==> src/rhlc_pkg.sv <==
// Shared constants and controller/datapath interface types for the region
// handle LRU cache. Used by rhlc_ctrl, rhlc_dpath and the top level.
package rhlc_pkg;

  localparam int SLOTS        = 16;
  localparam int SLOT_W       = (SLOTS > 1) ? $clog2(SLOTS) : 1;
  localparam int REGION_SHIFT = 5;
  localparam int STAMP_BITS   = 32;

  localparam int CHUNK_W      = 22;
  localparam int REGION_W     = 17;
  localparam int KEY_W        = 2 * REGION_W;
  localparam int SLOT_FIELD_W = 4;

  // Word layouts on the two stream channels.
  localparam int IN_FIELDS_W  = 2 * CHUNK_W + 2;
  localparam int IN_TDATA_W   = ((IN_FIELDS_W + 7) / 8) * 8;
  localparam int OUT_FIELDS_W = 4 + SLOT_FIELD_W + 4 * REGION_W;
  localparam int OUT_TDATA_W  = ((OUT_FIELDS_W + 7) / 8) * 8;
  localparam int OUT_PAD_W    = OUT_TDATA_W - OUT_FIELDS_W;

  // Commands from the controller to the datapath.
  typedef struct packed {
    logic start;   // capture the request word and reset the scan
    logic step;    // examine one slot
    logic commit;  // update the table and the use counter
    logic load;    // load the result word into the output register
  } rhlc_cmd_t;

  // Status from the datapath to the controller.
  typedef struct packed {
    logic scan_last;  // the slot being examined is the last one
  } rhlc_sts_t;

endpackage

==> src/rhlc_ctrl.sv <==
// Sequencing state machine of the region handle LRU cache.
// Depends on rhlc_pkg for the command and status types.
module rhlc_ctrl (
  input  logic               clk,
  input  logic               rst_n,
  input  logic               in_tvalid,
  output logic               in_tready,
  output logic               out_tvalid,
  input  logic               out_tready,
  output rhlc_pkg::rhlc_cmd_t cmd,
  input  rhlc_pkg::rhlc_sts_t sts
);

  typedef enum logic [3:0] {
    ST_IDLE   = 4'b0001,
    ST_SCAN   = 4'b0010,
    ST_COMMIT = 4'b0100,
    ST_EMIT   = 4'b1000
  } state_t;

  state_t state_r, state_nxt;
  logic   out_valid_r, out_valid_nxt;
  logic   accept;
  logic   out_free;

  assign in_tready  = (state_r == ST_IDLE);
  assign accept     = in_tvalid && in_tready;
  assign out_tvalid = out_valid_r;
  assign out_free   = !out_valid_r || out_tready;

  always_comb begin
    state_nxt   = state_r;
    cmd.start   = 1'b0;
    cmd.step    = 1'b0;
    cmd.commit  = 1'b0;
    cmd.load    = 1'b0;
    case (state_r)
      ST_IDLE: begin
        if (accept) begin
          cmd.start = 1'b1;
          state_nxt = ST_SCAN;
        end
      end
      ST_SCAN: begin
        cmd.step = 1'b1;
        if (sts.scan_last) begin
          state_nxt = ST_COMMIT;
        end
      end
      ST_COMMIT: begin
        cmd.commit = 1'b1;
        state_nxt  = ST_EMIT;
      end
      ST_EMIT: begin
        if (out_free) begin
          cmd.load  = 1'b1;
          state_nxt = ST_IDLE;
        end
      end
      default: begin
        state_nxt = ST_IDLE;
      end
    endcase
  end

  always_comb begin
    out_valid_nxt = out_valid_r;
    if (cmd.load) begin
      out_valid_nxt = 1'b1;
    end else if (out_tready) begin
      out_valid_nxt = 1'b0;
    end
  end

  always_ff @(posedge clk) begin
    if (!rst_n) begin
      state_r     <= ST_IDLE;
      out_valid_r <= 1'b0;
    end else begin
      state_r     <= state_nxt;
      out_valid_r <= out_valid_nxt;
    end
  end

`ifndef SYNTHESIS
  a_accept_starts_scan: assert property (@(posedge clk) disable iff (!rst_n)
    accept |=> (state_r == ST_SCAN))
    else $error("accepted word did not start a scan");

  a_scan_ends_in_commit: assert property (@(posedge clk) disable iff (!rst_n)
    (state_r == ST_SCAN) && sts.scan_last |=> (state_r == ST_COMMIT))
    else $error("scan of the last slot did not lead to commit");

  a_out_held_until_taken: assert property (@(posedge clk) disable iff (!rst_n)
    out_tvalid && !out_tready |=> out_tvalid)
    else $error("result word withdrawn before it was taken");
`endif

endmodule

==> src/rhlc_dpath.sv <==
// Datapath of the region handle LRU cache: slot table, use counter, the
// per-slot scan registers and the output word register. Depends on rhlc_pkg.
module rhlc_dpath (
  input  logic                                 clk,
  input  logic                                 rst_n,
  input  logic [rhlc_pkg::IN_TDATA_W-1:0]      in_tdata,
  output logic [rhlc_pkg::OUT_TDATA_W-1:0]     out_tdata,
  input  rhlc_pkg::rhlc_cmd_t                  cmd,
  output rhlc_pkg::rhlc_sts_t                  sts
);

  localparam int SW = rhlc_pkg::SLOT_W;
  localparam int RW = rhlc_pkg::REGION_W;
  localparam int KW = rhlc_pkg::KEY_W;
  localparam int TW = rhlc_pkg::STAMP_BITS;
  localparam int CW = rhlc_pkg::CHUNK_W;

  // Floor division by a power of two is an arithmetic right shift.
  function automatic logic [RW-1:0] region_of(input logic [CW-1:0] c);
    logic signed [CW-1:0] s;
    s = $signed(c) >>> rhlc_pkg::REGION_SHIFT;
    return s[RW-1:0];
  endfunction

  function automatic logic [rhlc_pkg::SLOT_FIELD_W-1:0] slot_field(input logic [SW-1:0] i);
    logic [SW+rhlc_pkg::SLOT_FIELD_W-1:0] w;
    w = {{rhlc_pkg::SLOT_FIELD_W{1'b0}}, i};
    return w[rhlc_pkg::SLOT_FIELD_W-1:0];
  endfunction

  // Slot table.
  logic [rhlc_pkg::SLOTS-1:0] valid_r;
  logic [KW-1:0]              key_r   [rhlc_pkg::SLOTS];
  logic [TW-1:0]              stamp_r [rhlc_pkg::SLOTS];
  logic [TW-1:0]              ctr_r;

  // Request and scan state.
  logic [RW-1:0] rx_r, rz_r;
  logic          opens_r;
  logic [SW-1:0] idx_r;
  logic          hit_r, free_r;
  logic [SW-1:0] hit_idx_r, free_idx_r, vic_idx_r;
  logic [TW-1:0] vic_stamp_r;
  logic [KW-1:0] vic_key_r;
  logic [rhlc_pkg::OUT_TDATA_W-1:0] out_data_r;

  logic [KW-1:0] req_key;
  logic [KW-1:0] cur_key;
  logic          cur_valid;
  logic [TW-1:0] cur_stamp;
  logic          take_hit, take_free, take_vic;
  logic [TW-1:0] ctr_inc;
  logic          evict;
  logic [SW-1:0] miss_slot, res_slot;
  logic [RW-1:0] ev_x, ev_z;

  assign req_key   = {rx_r, rz_r};
  assign cur_key   = key_r[idx_r];
  assign cur_valid = valid_r[idx_r];
  assign cur_stamp = stamp_r[idx_r];

  assign take_hit  = cur_valid && (cur_key == req_key) && !hit_r;
  assign take_free = !cur_valid && !free_r;
  // The first slot always seeds the least-stamp search; later ties keep it.
  assign take_vic  = (idx_r == '0) || (cur_stamp < vic_stamp_r);

  assign sts.scan_last = (idx_r == SW'(rhlc_pkg::SLOTS - 1));

  // Saturating increment of the use counter.
  assign ctr_inc   = (ctr_r == {TW{1'b1}}) ? ctr_r : ctr_r + TW'(1);

  assign evict     = !hit_r && !free_r;
  assign miss_slot = free_r ? free_idx_r : vic_idx_r;
  assign res_slot  = hit_r ? hit_idx_r : miss_slot;
  assign ev_x      = evict ? vic_key_r[KW-1:RW] : '0;
  assign ev_z      = evict ? vic_key_r[RW-1:0]  : '0;

  always_ff @(posedge clk) begin
    if (cmd.start) begin
      rx_r    <= region_of(in_tdata[CW-1:0]);
      rz_r    <= region_of(in_tdata[2*CW-1:CW]);
      opens_r <= in_tdata[2*CW+1];
    end
    if (cmd.step) begin
      if (take_hit) begin
        hit_idx_r <= idx_r;
      end
      if (take_free) begin
        free_idx_r <= idx_r;
      end
      if (take_vic) begin
        vic_idx_r   <= idx_r;
        vic_stamp_r <= cur_stamp;
        vic_key_r   <= cur_key;
      end
    end
    if (cmd.commit) begin
      if (hit_r) begin
        stamp_r[hit_idx_r] <= ctr_inc;
      end else if (opens_r) begin
        key_r[miss_slot]   <= req_key;
        stamp_r[miss_slot] <= ctr_inc;
      end else if (evict) begin
        stamp_r[miss_slot] <= '0;
      end
    end
    if (cmd.load) begin
      out_data_r <= {{rhlc_pkg::OUT_PAD_W{1'b0}}, !hit_r, ev_z, ev_x, evict,
                     rz_r, rx_r, slot_field(res_slot), hit_r, hit_r || opens_r};
    end
  end

  always_ff @(posedge clk) begin
    if (!rst_n) begin
      valid_r <= '0;
      ctr_r   <= TW'(1);
      idx_r   <= '0;
      hit_r   <= 1'b0;
      free_r  <= 1'b0;
    end else begin
      if (cmd.start) begin
        idx_r  <= '0;
        hit_r  <= 1'b0;
        free_r <= 1'b0;
      end else if (cmd.step) begin
        idx_r <= idx_r + SW'(1);
        if (take_hit) begin
          hit_r <= 1'b1;
        end
        if (take_free) begin
          free_r <= 1'b1;
        end
      end
      if (cmd.commit) begin
        if (hit_r) begin
          ctr_r <= ctr_inc;
        end else begin
          valid_r[miss_slot] <= opens_r;
          if (opens_r) begin
            ctr_r <= ctr_inc;
          end
        end
      end
    end
  end

  assign out_tdata = out_data_r;

`ifndef SYNTHESIS
  a_ctr_nonzero: assert property (@(posedge clk) disable iff (!rst_n)
    ctr_r != '0)
    else $error("use counter reached zero");

  a_evict_only_when_full: assert property (@(posedge clk) disable iff (!rst_n)
    cmd.commit && evict |-> (&valid_r))
    else $error("eviction chosen while a free slot existed");

  a_hit_slot_stays_valid: assert property (@(posedge clk) disable iff (!rst_n)
    cmd.commit && hit_r |=> valid_r[$past(hit_idx_r)])
    else $error("hit slot lost its valid mark");
`endif

endmodule

==> src/region_handle_lru_cache_core.sv <==
// Region handle LRU cache: top level joining the controller and datapath.
// Depends on rhlc_pkg, rhlc_ctrl and rhlc_dpath.
//
// Each input word carries signed chunk coordinates; they are floor-divided
// by 2^REGION_SHIFT into region coordinates and looked up in a 16-slot fully
// associative table. A hit refreshes the slot's use stamp; a miss takes the
// first empty slot or evicts the least recently used one (lowest slot on a
// tie), reports the evicted region, and fills the slot only if the word says
// the backing open succeeded. Every input word yields exactly one result
// word. The word is captured at the accepting edge, then the slots are
// examined one slot per cycle for the match, free-slot and least-stamp scan
// through the single table read port, then the table is updated, then the
// result is loaded into the output register. The next word can be accepted
// in the cycle in which the result is first offered, even if the previous
// result has not yet been taken; a word accepted that way waits for the
// output register to drain before its own result is loaded. No clearing
// pass is needed after reset.
module region_handle_lru_cache_core (
  input  logic                                 clk,
  input  logic                                 rst_n,
  input  logic                                 in_tvalid,
  output logic                                 in_tready,
  // Fields from bit 0: chunk_x[21:0], chunk_z[43:22], create_allowed[44],
  // open_succeeds[45], zero padding.
  input  logic [rhlc_pkg::IN_TDATA_W-1:0]      in_tdata,
  output logic                                 out_tvalid,
  input  logic                                 out_tready,
  // Fields from bit 0: granted[0], was_hit[1], slot_index[5:2],
  // region_x[22:6], region_z[39:23], evicted[40], evicted_x[57:41],
  // evicted_z[74:58], open_requested[75], zero padding.
  output logic [rhlc_pkg::OUT_TDATA_W-1:0]     out_tdata
);

  rhlc_pkg::rhlc_cmd_t cmd;
  rhlc_pkg::rhlc_sts_t sts;

  rhlc_ctrl u_ctrl (
    .clk        (clk),
    .rst_n      (rst_n),
    .in_tvalid  (in_tvalid),
    .in_tready  (in_tready),
    .out_tvalid (out_tvalid),
    .out_tready (out_tready),
    .cmd        (cmd),
    .sts        (sts)
  );

  rhlc_dpath u_dpath (
    .clk       (clk),
    .rst_n     (rst_n),
    .in_tdata  (in_tdata),
    .out_tdata (out_tdata),
    .cmd       (cmd),
    .sts       (sts)
  );

endmodule

==> config.mk <==
export PLATFORM = sky130hd
export DESIGN_NAME = region_handle_lru_cache_core
export DESIGN_NICKNAME = d
export VERILOG_FILES = /design/src/rhlc_pkg.sv /design/src/rhlc_ctrl.sv /design/src/rhlc_dpath.sv /design/src/region_handle_lru_cache_core.sv
export SDC_FILE = /design/constraint.sdc
export NUM_CORES = 1
export LEC_CHECK = 0
export BUFFER_PORTS_ARGS = -buffer_cell sky130_fd_sc_hd__buf_4
export CAP_MARGIN = 25
export CORE_UTILIZATION = 39
export DETAILED_ROUTE_END_ITERATION = 12
export PLACE_DENSITY = 0.52
export SLEW_MARGIN = 20
export SYNTH_ARGS = -nofsm -noshare
export SYNTH_HDL_FRONTEND = slang
export SYNTH_SLANG_ARGS = --single-unit
==> constraint.sdc <==
create_clock -name clk -period 22.5 [get_ports clk]
set_input_delay 1.125 -clock clk [delete_from_list [all_inputs] [get_ports clk]]
set_output_delay 1.125 -clock clk [all_outputs]
set_load 0.01 [all_outputs]
Word-level counts from Yosys, hierarchy flattened:

Memory sizes are Yosys's and may differ from the RTL's. A register that Yosys moved wholly into a read port is not among the register bits.
Cells that the tools add are included.

* flip-flop bits (word level): 248
* latch bits: 0
* memory bits (writable): 1056
* bits in read-only memories: 0
* bits of input ports: 52
* output and inout port bits: 82
* logic and storage cells: 104
* memories: 2

* $add $sub $neg: 2
* multiply operators: 0
* divide/modulo/power cells: 0
* magnitude comparators: 4
* eq/ne operators: 10
* shifts and indexed selects: 0
* multiplexer cells: 42
* bitwise logic cells: 3
* reductions and logical operators: 24

Memory list
* u_dpath.key_r: words 16, bits a word 34, rd ports 1, clocked after memory_dff 1, write ports 1, RTL line rhlc_dpath.sv:33 `logic [KW-1:0] key_r [rhlc_pkg::SLOTS];`
* u_dpath.stamp_r: words 16, bits a word 32, rd ports 1, clocked after memory_dff 1, write ports 1, RTL line rhlc_dpath.sv:34 `logic [TW-1:0] stamp_r [rhlc_pkg::SLOTS];`

Operator list (number)
* 32-bit 2-to-1 mux: 5
* 4-bit 2-to-1 mux: 10
* 34-bit equality test: 1
* 32-bit by 1-bit adder with 32-bit output (second input constant): 1
* 32-bit equality test (second input constant): 1
* 32-bit less-than comparator: 1
* 32-bit OR reduction: 1
* 1-bit 2-to-1 mux: 23
* 16-bit bitwise mux: 1
* 4-bit case mux with 4 select lines: 1
* 4-bit by 5-bit less-than comparator with 1-bit output (second input constant): 2
* 2-bit AND reduction: 5
* 4-bit equality test (second input constant): 2
* 1-bit logical AND: 6
* 4-bit by 1-bit adder with 4-bit output (second input constant): 1
* 1-bit binary-select mux with 4-bit select: 1
* 1-bit demux with 4-bit select: 1
* 4-bit by 1-bit equality test with 1-bit output (second input constant): 1
* 4-bit by 2-bit equality test with 1-bit output (second input constant): 1
* 4-bit by 3-bit equality test with 1-bit output (second input constant): 1
* 4-bit by 1-bit >= comparator with 1-bit output (second input constant): 1
* 1-bit logical NOT: 4
* 4-bit logical NOT: 1
* 2-bit != test (second input constant): 2
* other kinds (7): 11

Logic depth before layout (Yosys ltp):

Gate-level depths: netlist (run 1).

* word-level depth: 10
* gate-level depth with buffers: 19
* gate-level depth less buffers: 11

By module:

Synthesis (run 1) repeated with hierarchy kept, for this count alone.

* cells, all modules: 2637
* area, all modules: 51765.9 µm²

By module, submodules not included
* rhlc_dpath: instances 1, cells each 2608, area an instance 51486.9 µm²
* rhlc_ctrl: instances 1, cells each 29, area an instance 279.0 µm²

Worst setup path after synthesis (run 1):

No wires, ideal clock.

* kind: reg2reg
* start: reg (tool-made name)
* end: reg u_dpath.vic_idx_r[0] (enable)
* library setup time: 0.521 ns
* arrival: 7.821 ns
* setup slack: 14.158 ns
* cell stages (with the launch flop): 20
* buffers on the path: 8
* period minus slack after synthesis: 8.342 ns
* path through: dfxtp_1 > buf_6 > buf_6 > buf_2 > buf_4 > buf_2 > clkbuf_1 > clkbuf_1 > clkbuf_1 > mux4_2 > mux4_2 > ha_1 > a21o_1 > a21o_1 > a21o_1 > a21o_1 > a21oi_1 > o21a_1 > o221ai_1 > a21oi_1

RTL lines
* end signal, assigned: RTL line rhlc_dpath.sv:92 `vic_idx_r <= idx_r;`
* end, declared: RTL line rhlc_dpath.sv:42 `logic [SW-1:0] hit_idx_r, free_idx_r, vic_idx_r;`

==> metrics.md, run 1 <==
| Metric | Value |
|---|---|
| Status | complete, no violations |
| Synth cell types | 72 |
| First-pass GRT wire length | approximately 190000 um |
| Total power | 5.07 mW |
| Worst-path clk slew | approximately 0.06 ns |
| I/O pins | about 130 |
| Worst Setup Start Kind | register |
| Cell Rows | approximately 130 |
| Cell with the most instances after synthesis | edfxtp_1 |
| RSZ-0062 raised after global routing | no |
| Initial antenna violation count | 1 |
| PD cells | ~85 nW/um2 |
| Grt ovf | 0 |
| CTS tree | done |
| Slew Viols, Final | 0 |
| Top cells by count, synth | 1245 x edfxtp_1, 279 x mux4_2, 111 x nand2_1 |
| Main synth FF type | edfxtp_1 |
| Worst slew pin tran | approximately 1 ns |
| Synth async-reset ratio | 0% |
| CTS Hold Buffers Added | 0 |
| Fillcell total | approximately 11000 |
| Core ar. | roughly 130000 um2 |
| Yosys top cell area share | a little over 70% |
| CP arrival | roughly 7 ns |
| Post-Syn Area | 51800 um2 |
| Detailed placer's ending HPWL | ~70000 um |
| GP Congestion | around 0.81 |
| Most common cell on crit path | buf_4 |
| CP max stage delay | about 0.86 ns |
| Vias per cell | about 5.5 |
| Final Hold Viols | 0 |
| Tcrit/Tclk final | 29.4% |
| Post-DRT Antenna Nets | 0 |
| Cts repair resizes | 0 |
| Initial core utilization | between 30% and 40% |
| GRT Total Usage | 19.2% |
| # diodes | 0 |
| Crit path kind | register to register |
| R2R setup slack | 15.89 ns |
| Crit-path max FO | ~110 |
| DR WL/cell | around 27 um |
| Initial DRC count | about 2300 |
| Synthesized instance count | ~2700 |
| Postcts setup bufs | 0 |
| Rel. slew slack | approximately 33% |
| Vias in the first global route | approximately 27000 |
| Skew final | approximately 0.033 ns |
| Post-synthesis area per instance | just under 20 um2 |
| Total number of vias | between 20000 and 30000 |
| Worst Hold Class | register to register |
| # clock sinks | about 1300 |
| Clock latency on the worst-skew pair | 0.77 ns |
| Synthesis Warnings | 0 |
| Largest cells by area after synthesis | edfxtp_1 72%, mux4_2 12%, dfxtp_1 2.4% |
| DRC viols | 0 |
| Register Area | 38700 um2 |
| Share of cells above drive strength 1 | approximately 25% |
| Longest Clk Path Bufs | 3 |
| DIE WIDTH | roughly 370 um |
| H-tree depth | 4 |
| Multi-input gate area | ~13000 um2 |
| MaxCap Viol Count | 0 |
| Largest net degree at the start of global routing | ~110 |
| Die Area | around 130000 um2 |
| Post-Route WL | around 130000 um |
| CP cell instances | buf_4, buf_12, buf_4, mux4_2, mux4_2, nand2b_1, a21o_1, a21oi_1, o221ai_1, a21oi_4, buf_4, buf_4 |
| # setup viols final | 0 |
| Synth area leader | edfxtp_1 |
| Crit path max-delay cell type | buf_4 |
| First-pass DRT Iterations | 5 |
| Post-synth EDFFs | roughly 1200 |
| Leak Pwr | just under 20 nW |
| Port bufs | around 120 |
| Peak supply drop | 0.0732 mV |
| Minimum clock period | 6.61 ns |
| Setup_tns | 0 ns |
| CTS buffer count | around 140 |
| Seq/Total Area, Yosys | between 70 and 80% |
| Area grow syn2layout | 15.6% |
| Number of synthesized register bits | about 1300 |
| Clk root buf | clkbuf_16 |
| Req. time, crit path | roughly 23 ns |
| Die height | about 370 um |
| Crit. End Element | register |
| FMAX | 151 MHz |
| # nets final | between 2000 and 3000 |
metrics by stage:
stage	cell area (um2)	cells	setup slack (ns)	hold slack, ns	utilization, %
floorplan	51800	2668	14.16	0.406	-
global placement	55100	4486	15.79	0.449	41.9
detailed placement	55100	4486	15.75	0.458	41.9
CTS	59800	4750	15.75	0.466	45.4
global route	59900	4757	15.58	0.482	45.5
finish	59900	4757	15.89	0.465	45.5
registers in the layout (all words and copies together) (netlist names), 17 cells and up, named ones only:
register             cells
u_dpath.key_r          544
u_dpath.stamp_r        512
u_dpath.out_tdata       76
u_dpath.vic_key_r       34
u_dpath.ctr_r           32
u_dpath.vic_stamp_r     32
u_dpath.rx_r            17
u_dpath.rz_r            17
critical path, delay by kind of cell (launching register included):
kind / cells / cell delay [ns]
AND/OR/NAND/NOR: 1 / 0.16
flip-flops: 1 / 0.58
buffers and inverters: 5 / 3.10
AO/OA/AOI/OAI: 4 / 1.13
multiplexers: 2 / 0.93
kinds of logic after synthesis:
kind of cell,Yosys count,share of synthesized area (%)
other,1,0.00724
AND/OR/NAND/NOR,486,4.79
multiplexers,384,14.2
AO/OA/AOI/OAI,199,2.67
flip-flops,1308,74.6
buffers and inverters,175,1.57
XOR/XNOR,78,1.32
adder cells (fa/ha/maj),34,0.821
cell type report:
type | count | area share (%)
tap | 1755 | 3.67
inverter | 52 | 0.330
timing repair buffer | 193 | 2.46
sequential | 1308 | 64.6
multi-input combinational | 1185 | 21.1
clock inverter | 87 | 1.50
clock buffer | 177 | 6.35
worst paths after layout:
kind,endpoint,startpoint,depth (start not counted)
worst max-delay path,u_dpath.vic_key_r[21],register,12
worst min-delay path,u_dpath.valid_r[13],u_dpath.valid_r[13],2
worst max register to register,u_dpath.vic_key_r[21],register,12
worst min register to register,u_dpath.valid_r[13],u_dpath.valid_r[13],2
metal layers:
metal,GRT usage (%),vias up,part of all wire [%]
li1,-,11200,-
met1,25.0,13800,42
met2,32.8,709,51
met3,3.22,184,4.7
met4,5.96,0,2.5
met5,0,-,0
where the power goes:
part           switching [mW]  leakage (nW)  total [mW]  internal [mW]
combinational          0.0333          4.93      0.0544         0.0211
sequential             0.0206          12.6        2.68           2.66
clock                   0.967          2.28        2.34           1.37
total                    1.02          19.9        5.07           4.05
layout by cell type (no fill, tap or decap), drive strengths merged, types with 9 or more instances in the layout:
cell type  instances
xor2              43
clkbuf           178
nor2b             16
o21ai             27
nor3              35
nor2             109
and3               9
buf              192
a221oi            13
mux4             279
a221o              9
nand3             38
a21o              14
a22oi             11
bufinv            14
inv               62
nand2            111
nand4             21
edfxtp          1245
xnor2             35
or3               12
mux2i             93
a21boi            18
clkinvlp          11
nand2b            12
dfxtp             63
and2              73
ha                34
mux2              12
a21oi             49
clkinv            52
Power figures use the tool's default switching activity.
==> inputs of run 2 (changes only) <==
Settings changed: PLACE_DENSITY 0.52 to 0.54.
Clock period 22.5 ns to 5.3 ns, I/O delays scaled along.
==> metrics.md, run 2 (synthesized netlist as in run 1, its figures left out) <==
| Metric | Value |
|---|---|
| Leak Pwr | 18.1 nW (was 19.9 nW) |
| Area grow syn2layout | 17.0% (was 15.6%) |
| Post-Route WL | 127000 um (was 128000 um) |
| Most frequent cells in the layout | 1245 x edfxtp_1, 279 x mux4_2, 199 x buf_4, 142 x clkbuf_16, 111 x nand2_1 (was 1245 x edfxtp_1, 279 x mux4_2, 190 x buf_4, 147 x clkbuf_16, 111 x nand2_1) |
| Hold WS | 0.189 ns (was 0.465 ns) |
| CTS tree | done (unchanged) |
| MaxCap Viol Count | 0 (unchanged) |
| Worst Setup Start Kind | register (unchanged) |
| Worst slew pin tran | 1.03 ns (was 0.998 ns) |
| Final Hold Viols | 0 (unchanged) |
| Crit path max-delay cell type | nor2b_2 (was buf_4) |
| FMAX | 216 MHz (was 151 MHz) |
| Post-route setup slack | 0.662 ns (was 15.89 ns) |
| Peak supply drop | 0.330 mV (was 0.0732 mV) |
| I/O pins | 134 (unchanged) |
| Largest Register | u_dpath.key_r (unchanged) |
| Port bufs | 116 (unchanged) |
| Pre-CTS WS | 0.678 ns (was 15.75 ns) |
| Clk root buf | clkbuf_16 (unchanged) |
| Crit path kind | register to register (unchanged) |
| Minimum clock period | 4.64 ns (was 6.61 ns) |
| Skew final | 0.0503 ns (was 0.0327 ns) |
| Vias in the first global route | 27200 (was 27100) |
| Die height | 366 um (unchanged) |
| Vias per cell | 5.45 (was 5.46) |
| Die Area | 134000 um2 (unchanged) |
| Postcts setup bufs | 0 (unchanged) |
| CP arrival | 5.11 ns (was 6.99 ns) |
| GRT Total Usage | 19.1% (was 19.2%) |
| Total number of vias | 26200 (was 26000) |
| Core ar. | 132000 um2 (unchanged) |
| Rel. slew slack | 31.0% (was 33.2%) |
| CP max stage delay | 0.79 ns (was 0.86 ns) |
| Detailed placer's ending HPWL | 72300 um (was 69600 um) |
| Longest Clk Path Bufs | 3 (unchanged) |
| H-tree depth | 4 (unchanged) |
| Setup_tns | 0 ns (unchanged) |
| First-pass DRT Iterations | 5 (unchanged) |
| Tcrit/Tclk final | 87.5% (was 29.4%) |
| Grt ovf | 0 (unchanged) |
| Post-DRT Antenna Nets | 0 (unchanged) |
| Commonest non-fill, non-tap cell in the layout | edfxtp_1 (unchanged) |
| Initial DRC count | 2361 (was 2344) |
| Status | complete, no violations (unchanged) |
| CTS buffer count | 142 (was 144) |
| Total power | 21.2 mW (was 5.07 mW) |
| Crit-path max FO | 21 (was 111) |
| DIE WIDTH | 366 um (unchanged) |
| DR WL/cell | 26.4 um (was 26.9 um) |
| Slew Viols, Final | 0 (unchanged) |
| Fin area | 60600 um2 (was 59900 um2) |
| Clock latency on the worst-skew pair | 0.80 ns (was 0.77 ns) |
| GP Congestion | 0.870 (was 0.814) |
| First-pass GRT wire length | 186000 um (about the same) |
| Share of cells above drive strength 1 | 25.3% (was 25.2%) |
| # nets final | 3037 (was 2970) |
| PD cells | 350 nW/um2 (was 84.7 nW/um2) |
| Worst-path clk slew | 0.06 ns (about the same) |
| DRC viols | 0 (unchanged) |
| Cell Area, Placed | 55600 um2 (was 55100 um2) |
| # setup viols final | 0 (unchanged) |
| Largest net degree at the start of global routing | 72 (was 112) |
| Initial core utilization | 39.4% (unchanged) |
| Initial antenna violation count | 2 (was 1) |
| # clock sinks | 1308 (unchanged) |
| Cell Rows | 133 (unchanged) |
| Worst Hold Class | input pin to register (was register to register) |
| Cts repair resizes | 0 (unchanged) |
| Req. time, crit path | 5.77 ns (was 22.88 ns) |
| Flip-flop count of the largest register after layout | 544 (unchanged) |
| RSZ-0062 raised after global routing | no (unchanged) |
| CP cell instances | nor2b_2, buf_4, a221o_1, nor3b_1, or4_1, a2111oi_2, nand4_1, or4_1, nor4_1, buf_4 (was buf_4, buf_12, buf_4, mux4_2, mux4_2, nand2b_1, a21o_1, a21oi_1, o221ai_1, a21oi_4, buf_4, buf_4) |
| Crit. End Element | register (unchanged) |
[run 2: changes by cell type in the layout (fill, tap and decap cells not counted), sizes merged, moves of 5 or more]
cell,delta
dlygate4sd3,+40
buf,+28
bufinv,-7
clkbuf,+7
clkinvlp,-7
clkinv,+5
[run 2: layout make-up]
class,count,area [um2]
Fill cell,11000,71000
Sequential cell,1308,38700
Multi-Input combinational cell,1185,12700
Clock buffer,183,3740
Timing Repair Buffer,262,2330
Tap cell,1755,2200
Clock inverter,74,797
Inverter,52,198
Antenna cell,1,2.50
[run 2: report_power, final]
group	internal [mW]	total (mW)	switching, mW	leakage, nW
clock network	5.41	9.57	4.16	2.20
logic	0.117	0.274	0.157	4.98
registers	11.3	11.4	0.0799	10.9
total	16.8	21.2	4.40	18.1
[run 2: repair_timing]
item,CTS,global route
endpoints found under the hold margin,88,0
hold buffers,40,0
endpoints found under the setup margin,0,0
[run 2: worst max-delay path, delay by kind of cell (launching register included)]
| family | cells | cell delay [ns] |
|---|---|---|
| simple gates | 6 | 2.41 |
| flops | 1 | 0.61 |
| buf+inv | 2 | 0.62 |
| compound gates | 2 | 0.69 |
[run 2: worst paths after layout]
kind / from / end / slack [ns] / cells past startpoint
worst min-delay path: in_tdata[29] / u_dpath.rz_r[2] / 0.19 / 2
worst max-delay path: register / u_dpath.hit_idx_r[1] / 0.66 / 10
worst max register to register: register / u_dpath.hit_idx_r[1] / 0.66 / 10
worst min register to register: u_dpath.valid_r[14] / u_dpath.valid_r[14] / 0.47 / 2
[run 2: per-stage QoR]
step           instances  util [%]
2_1_floorplan       2668         -
3_3_place_gp        4515      42.2
3_5_place_dp        4518      42.3
4_1_cts             4815      46.0
5_1_grt             4819      46.0
6_report            4820      46.1
[run 2: routing by layer]
| metal | track usage (%) | vias to the layer above | routed length [um] |
|---|---|---|---|
| li1 | - | 11400 | - |
| met4 | 5.28 | 0 | 2750 |
| met3 | 2.99 | 192 | 5460 |
| met1 | 25.8 | 14000 | 55600 |
| met2 | 32.0 | 724 | 63700 |
| met5 | 0 | - | 0 |
